### src/sv/ssst_pkg.sv
`default_nettype none

package ssst_pkg;

   localparam int MAX_SLOTS_DEF = 32;

   localparam int SID_W    = 12;
   localparam int DT_W     = 47;
   localparam int MICROS_W = 20;
   localparam int CHG_W    = 24;
   localparam int MC_W     = MICROS_W + CHG_W;
   localparam int MOD_W    = 24;
   localparam int STATUS_W = 3;
   localparam int IDX_W    = 5;
   localparam int ECNT_W   = 6;

   localparam logic [STATUS_W-1:0] ST_OLDER   = 3'd0;
   localparam logic [STATUS_W-1:0] ST_EQUAL   = 3'd1;
   localparam logic [STATUS_W-1:0] ST_NEWER   = 3'd2;
   localparam logic [STATUS_W-1:0] ST_NEWID   = 3'd3;
   localparam logic [STATUS_W-1:0] ST_INVALID = 3'd4;
   localparam logic [STATUS_W-1:0] ST_FULL    = 3'd5;

   localparam logic FUNC_MERGE   = 1'b0;
   localparam logic FUNC_COMPARE = 1'b1;

   localparam logic [1:0] MODE_SEARCH = 2'd0;
   localparam logic [1:0] MODE_CARRY  = 2'd1;
   localparam logic [1:0] MODE_DONE   = 2'd2;

   localparam logic [IDX_W-1:0] IDX_CAP = 5'd31;

   typedef struct packed {
      logic [SID_W-1:0] sid;
      logic [DT_W-1:0]  dt;
      logic [MC_W-1:0]  mc;
      logic [MOD_W-1:0] mod;
   } entry_type;

   typedef struct packed {
      logic [1:0]          mode;
      logic                func;
      logic [STATUS_W-1:0] status;
      logic [IDX_W-1:0]    idx;
      logic                inserted;
      entry_type           ent;
   } token_type;

   typedef struct packed {
      logic advance;
      logic full;
   } chain_ctl_type;

endpackage

`default_nettype wire

### src/sv/ssst_cell.sv
`default_nettype none

module ssst_cell
   import ssst_pkg::*;
#(
   parameter int CNT_W = 6,
   parameter int POS   = 0
) (
   input  wire logic             clock,
   input  wire logic             reset,
   input  wire chain_ctl_type    ctl,
   input  wire logic [CNT_W-1:0] count,
   input  wire logic             tok_vld_i,
   input  wire token_type        tok_i,
   output logic                  tok_vld_o,
   output token_type             tok_o
);

   localparam logic [CNT_W-1:0] POS_CNT = CNT_W'(POS);
   localparam logic [IDX_W-1:0] SLOT_IDX = (POS > 31) ? IDX_CAP : IDX_W'(POS);

   entry_type ent_ff, ent_in;
   token_type tok_ff, tok_in;
   logic      tok_vld_ff;
   logic      occupied;
   logic      sid_eq;
   logic      sid_lt;
   logic      newer;
   logic      same;

   assign occupied = count > POS_CNT;
   assign sid_eq   = tok_i.ent.sid == ent_ff.sid;
   assign sid_lt   = tok_i.ent.sid < ent_ff.sid;
   assign newer    = {tok_i.ent.dt, tok_i.ent.mc, tok_i.ent.mod} >
                     {ent_ff.dt, ent_ff.mc, ent_ff.mod};
   assign same     = {tok_i.ent.dt, tok_i.ent.mc, tok_i.ent.mod} ==
                     {ent_ff.dt, ent_ff.mc, ent_ff.mod};

   always_comb begin
      tok_in = tok_i;
      ent_in = ent_ff;
      if (tok_vld_i) begin
         case (tok_i.mode)
            MODE_SEARCH: begin
               if (!occupied) begin
                  tok_in.mode   = MODE_DONE;
                  tok_in.status = ST_NEWID;
                  tok_in.idx    = SLOT_IDX;
                  if (tok_i.func == FUNC_MERGE) begin
                     ent_in          = tok_i.ent;
                     tok_in.inserted = 1'b1;
                  end
               end else if (sid_eq) begin
                  tok_in.mode = MODE_DONE;
                  tok_in.idx  = SLOT_IDX;
                  if (newer) begin
                     tok_in.status = ST_NEWER;
                     if (tok_i.func == FUNC_MERGE) begin
                        ent_in = tok_i.ent;
                     end
                  end else if (same) begin
                     tok_in.status = ST_EQUAL;
                  end else begin
                     tok_in.status = ST_OLDER;
                  end
               end else if (sid_lt) begin
                  if (tok_i.func == FUNC_COMPARE) begin
                     tok_in.mode   = MODE_DONE;
                     tok_in.status = ST_NEWID;
                     tok_in.idx    = SLOT_IDX;
                  end else if (ctl.full) begin
                     tok_in.mode   = MODE_DONE;
                     tok_in.status = ST_FULL;
                     tok_in.idx    = '0;
                  end else begin
                     // take the new entry, push the old one down the row
                     ent_in          = tok_i.ent;
                     tok_in.ent      = ent_ff;
                     tok_in.mode     = MODE_CARRY;
                     tok_in.status   = ST_NEWID;
                     tok_in.idx      = SLOT_IDX;
                     tok_in.inserted = 1'b1;
                  end
               end
            end
            MODE_CARRY: begin
               ent_in     = tok_i.ent;
               tok_in.ent = ent_ff;
               if (!occupied) begin
                  tok_in.mode = MODE_DONE;
               end
            end
            default: begin
            end
         endcase
      end
   end

   always_ff @(posedge clock) begin
      if (reset) begin
         tok_vld_ff <= 1'b0;
      end else if (ctl.advance) begin
         tok_vld_ff <= tok_vld_i;
      end
   end

   always_ff @(posedge clock) begin
      if (ctl.advance) begin
         tok_ff <= tok_in;
         ent_ff <= ent_in;
      end
   end

   assign tok_vld_o = tok_vld_ff;
   assign tok_o     = tok_ff;

endmodule

`default_nettype wire

### config.mk
export PLATFORM = sky130hd
export DESIGN_NAME = ssst_cell
export DESIGN_NICKNAME = d
export VERILOG_FILES = /design/src/sv/ssst_pkg.sv /design/src/sv/ssst_cell.sv
export SDC_FILE = /design/constraint.sdc
export NUM_CORES = 1
export LEC_CHECK = 0
export BUFFER_PORTS_ARGS = -buffer_cell sky130_fd_sc_hd__buf_2
export CORE_MARGIN = 2
export CORE_UTILIZATION = 50
export DETAILED_ROUTE_END_ITERATION = 12
export PLACE_DENSITY = 0.77
export SETUP_SLACK_MARGIN = 0.5
export SLEW_MARGIN = 25
export SYNTH_ARGS = -nofsm -noshare
export SYNTH_HDL_FRONTEND = slang
export SYNTH_SLANG_ARGS = --single-unit
### constraint.sdc
create_clock -name clock -period 8 [get_ports clock]
set_input_delay 1.2 -clock clock [delete_from_list [all_inputs] [get_ports clock]]
set_output_delay 1.2 -clock clock [all_outputs]
set_load 0.005 [all_outputs]
==> results.cfg <==
[power_and_ir_drop]
power_uw = 3380
combPwrFrac_pct = 10.3
seqPwrFrac_pct = 48.4
power_density_nw_per_um2 = 194
p_leak_uw = 0.00751
swShare_pct = 22.3
power_frac_clock_pct = 41.3
p_int_uw = 2630
max-vdd-ir-drop_v = 0.000170
switchingPower_uw = 754

[synth]
ys_seq_area_share_pct = 54.7
synth_area_leaders = edfxtp_1 (55%), mux2_2 (17%), ha_1 (11%)
syn_inst = 1035
syn_nets = 1312
synth-main-ff-cell = edfxtp_1
ys_warn_count = 0
synthArstFlopShare_pct = 0
synth.distinct_cells = 48
syn_area_um2 = 14700
syn_area_per_cell_um2 = 14.2
netlist.area_leader.share_pct = 54.5
yosys.area.top_type = edfxtp_1
synth-seq-cells = 267
synth_edf_count = 266

[setup_path]
r2r_setup_slack_ps = 3980
worstSetupPathType = primary input to register
critPathArrivalTime_ps = 4540
crit_required_ps = 8180
start_kind = primary input
critPathLaunch = tok_i[49]
critPathMaxFanout = 104
end_kind = register
r2r_end = ent_ff[23]$_DFFE_PP_
timing.rr.start = ent_ff[49]$_DFFE_PP_
reg2reg_depth = 11

[floorplan]
dieHeight_um = 175
core_area_um2 = 28800
fp.dieArea_um2 = 30700
num_rows = 62
io_pins = 290
initial_core_util_pct = 50.9
die_w_um = 175

[drt]
drt-initial-drc-count = 483
avgViaCountPerCell = 5.35
dr.pass1.iters = 5
wirelength_um = 32000
vias = 9338
avgRoutedWirePerCell_um = 18.3
ant_nets = 0
drc_errors = 0

[global_routing]
grt_usage_pct = 20.2
overflow = 0
grt_start_max_net_pins = 105
grt_pass1_vias = 9415
grt_pass1_wl_um = 49500
antenna_found_initial = 9

[cts]
cts_hold_buffers = 0
cts_tree = yes
cts_root_buf = clkbuf_16
cts_max_path_buffers = 3
cts.sinks = 267
clk_latency_ps = 550
clkTransAtPathRegs_ps = 60
post_cts_resized = 0
h-tree-depth = 1
post_cts_buffers = 0
cts-buffers-inserted = 30

[placement]
port_buffers = 289
dp_cells = 1685
gp_congestion = 0.825
hpwl_um = 22400

[worst_hold_path]
hold_end = tok_vld_o$_SDFFE_PP0P_
hp-class = register to register
holdCritStartpoint = tok_vld_o$_SDFFE_PP0P_
min_path_cells = 2

[timing]
finalSetupViolations = 0
grt_setup_unrepaired = false
tns_ps = 0
relSlewSlack_pct = 38.2
final-hold-violation-count = 0
min_period_ps = 4370
worst_pin_slew_ps = 927
slew_viol_final = 0
fin_skew_ps = 9.35
fmax_mhz = 229
post-route-period-util_pct = 54.6

[cells_and_area]
final_net_count = 1610
syn_to_final_growth_pct = 19.3
drive_gt1_share_pct = 44.1
instances_no_fill = 1745
fin_util_pct = 60.7
num-fill-cells = 2225
regArea_um2 = 8010
multi_input_area_um2 = 5960

[flow_run]
max-cap-violations = 0

[run_status]
status = complete, no violations
[cells in the final DEF, fill, tap and decap left out, types with 3 or more instances in the layout]
| cell | instances |
|---|---|
| o21ai_0 | 13 |
| nand2_1 | 21 |
| buf_2 | 288 |
| edfxtp_1 | 266 |
| mux2_4 | 30 |
| clkbuf_1 | 7 |
| a21o_1 | 22 |
| nor2b_1 | 7 |
| clkinv_2 | 4 |
| clkinv_1 | 6 |
| ha_1 | 127 |
| a21oi_1 | 43 |
| clkbuf_16 | 31 |
| nor3_1 | 6 |
| o21a_1 | 4 |
| inv_1 | 128 |
| buf_4 | 3 |
| bufinv_16 | 4 |
| a211oi_1 | 8 |
| nand3_1 | 18 |
| nand4_1 | 30 |
| nor4_1 | 7 |
| o31ai_1 | 3 |
| nand2b_1 | 3 |
| diode_2 | 4 |
| nor2_1 | 16 |
| mux2_2 | 222 |
[critical path: stages]
cell       delay, ps
buf_2            110
ha_1             310
nand4_1          190
nor4_1           510
and3_1           280
nand3_1          180
o2111ai_1        260
o31ai_1           90
a21oi_1          310
o21a_4           450
buf_12           510
[per-stage QoR]
step                hold WS, ps  cell area [um^2]  setup WS [ps]
floorplan                   485             14700           1930
global placement            469             16400           3190
detailed placement          535             16500           3090
CTS                         548             17500           3670
global route                563             17500           3420
finish                      540             17500           3630
[sequential cells by signal (all words and copies together) (netlist names)]
name and flops:
ent_ff 127, tok_o 139, tok_vld_o 1
[worst max path at each step]
stage                      endpoint  slack (ps)  depth (start not counted)
2_1_floorplan   ent_ff[0]$_DFFE_PP_        1930                          9
5_1_grt        ent_ff[71]$_DFFE_PP_        3420                         11
6_report       ent_ff[23]$_DFFE_PP_        3630                         11
4_1_cts        ent_ff[75]$_DFFE_PP_        3670                         11
3_5_place_dp   ent_ff[31]$_DFFE_PP_        3090                         11
3_3_place_gp   ent_ff[32]$_DFFE_PP_        3190                         11
[synth_stat cells, drive strengths merged (5+ instances only)]
cell type,n
nor4,8
nand3,18
a21oi,43
nor3,6
inv,128
edfxtp,266
nor2b,7
a211oi,8
o21ai,15
ha,127
nor2,16
nand2,21
buf,28
a21o,22
o21a,5
nand4,30
mux2,252
[metal layers]
metal / part of all wire [%] / vias to the layer above / global-route usage (%)
met4: 2.2 / 8 / 4.76
met2: 47 / 254 / 33.8
met1: 44 / 4494 / 26.9
met5: 0.17 / - / 0
li1: - / 4529 / -
met3: 6.9 / 53 / 4.68
[final cells by class]
type | instances | area share, %
Antenna cell | 4 | 0.0573
Multi-Input combinational cell | 611 | 34.1
Sequential cell | 267 | 45.8
Clock buffer | 38 | 4.59
Tap cell | 384 | 2.75
Clock inverter | 18 | 1.12
Inverter | 128 | 2.75
Timing Repair Buffer | 295 | 8.83
[power by group through the flow]
| stage | sequential, uW | clock (uW) | combinational, uW |
|---|---|---|---|
| 5_1_grt | 1640 | 1480 | 386 |
| 2_1_floorplan | 1670 | 0 | 185 |
| 6_report | 1640 | 1400 | 348 |
| 4_1_cts | 1640 | 1430 | 353 |
| 3_5_place_dp | 1670 | 0 | 350 |
| 3_3_place_gp | 1660 | 0 | 338 |
[kinds of logic (layout without fill, tap and decap cells)]
family                     count (synthesis)  in the layout  share of synthesized area (%)
adders and majority gates                127            127                           10.8
AOI/OAI and AO/OA                        116            116                           5.24
DFF                                      267            267                           54.7
other                                      0              4                              0
buffers and inverters                    157            479                           4.83
muxes                                    253            253                           20.2
and+or+nand+nor                          115            115                           4.22
Power figures use the tool's default switching activity.
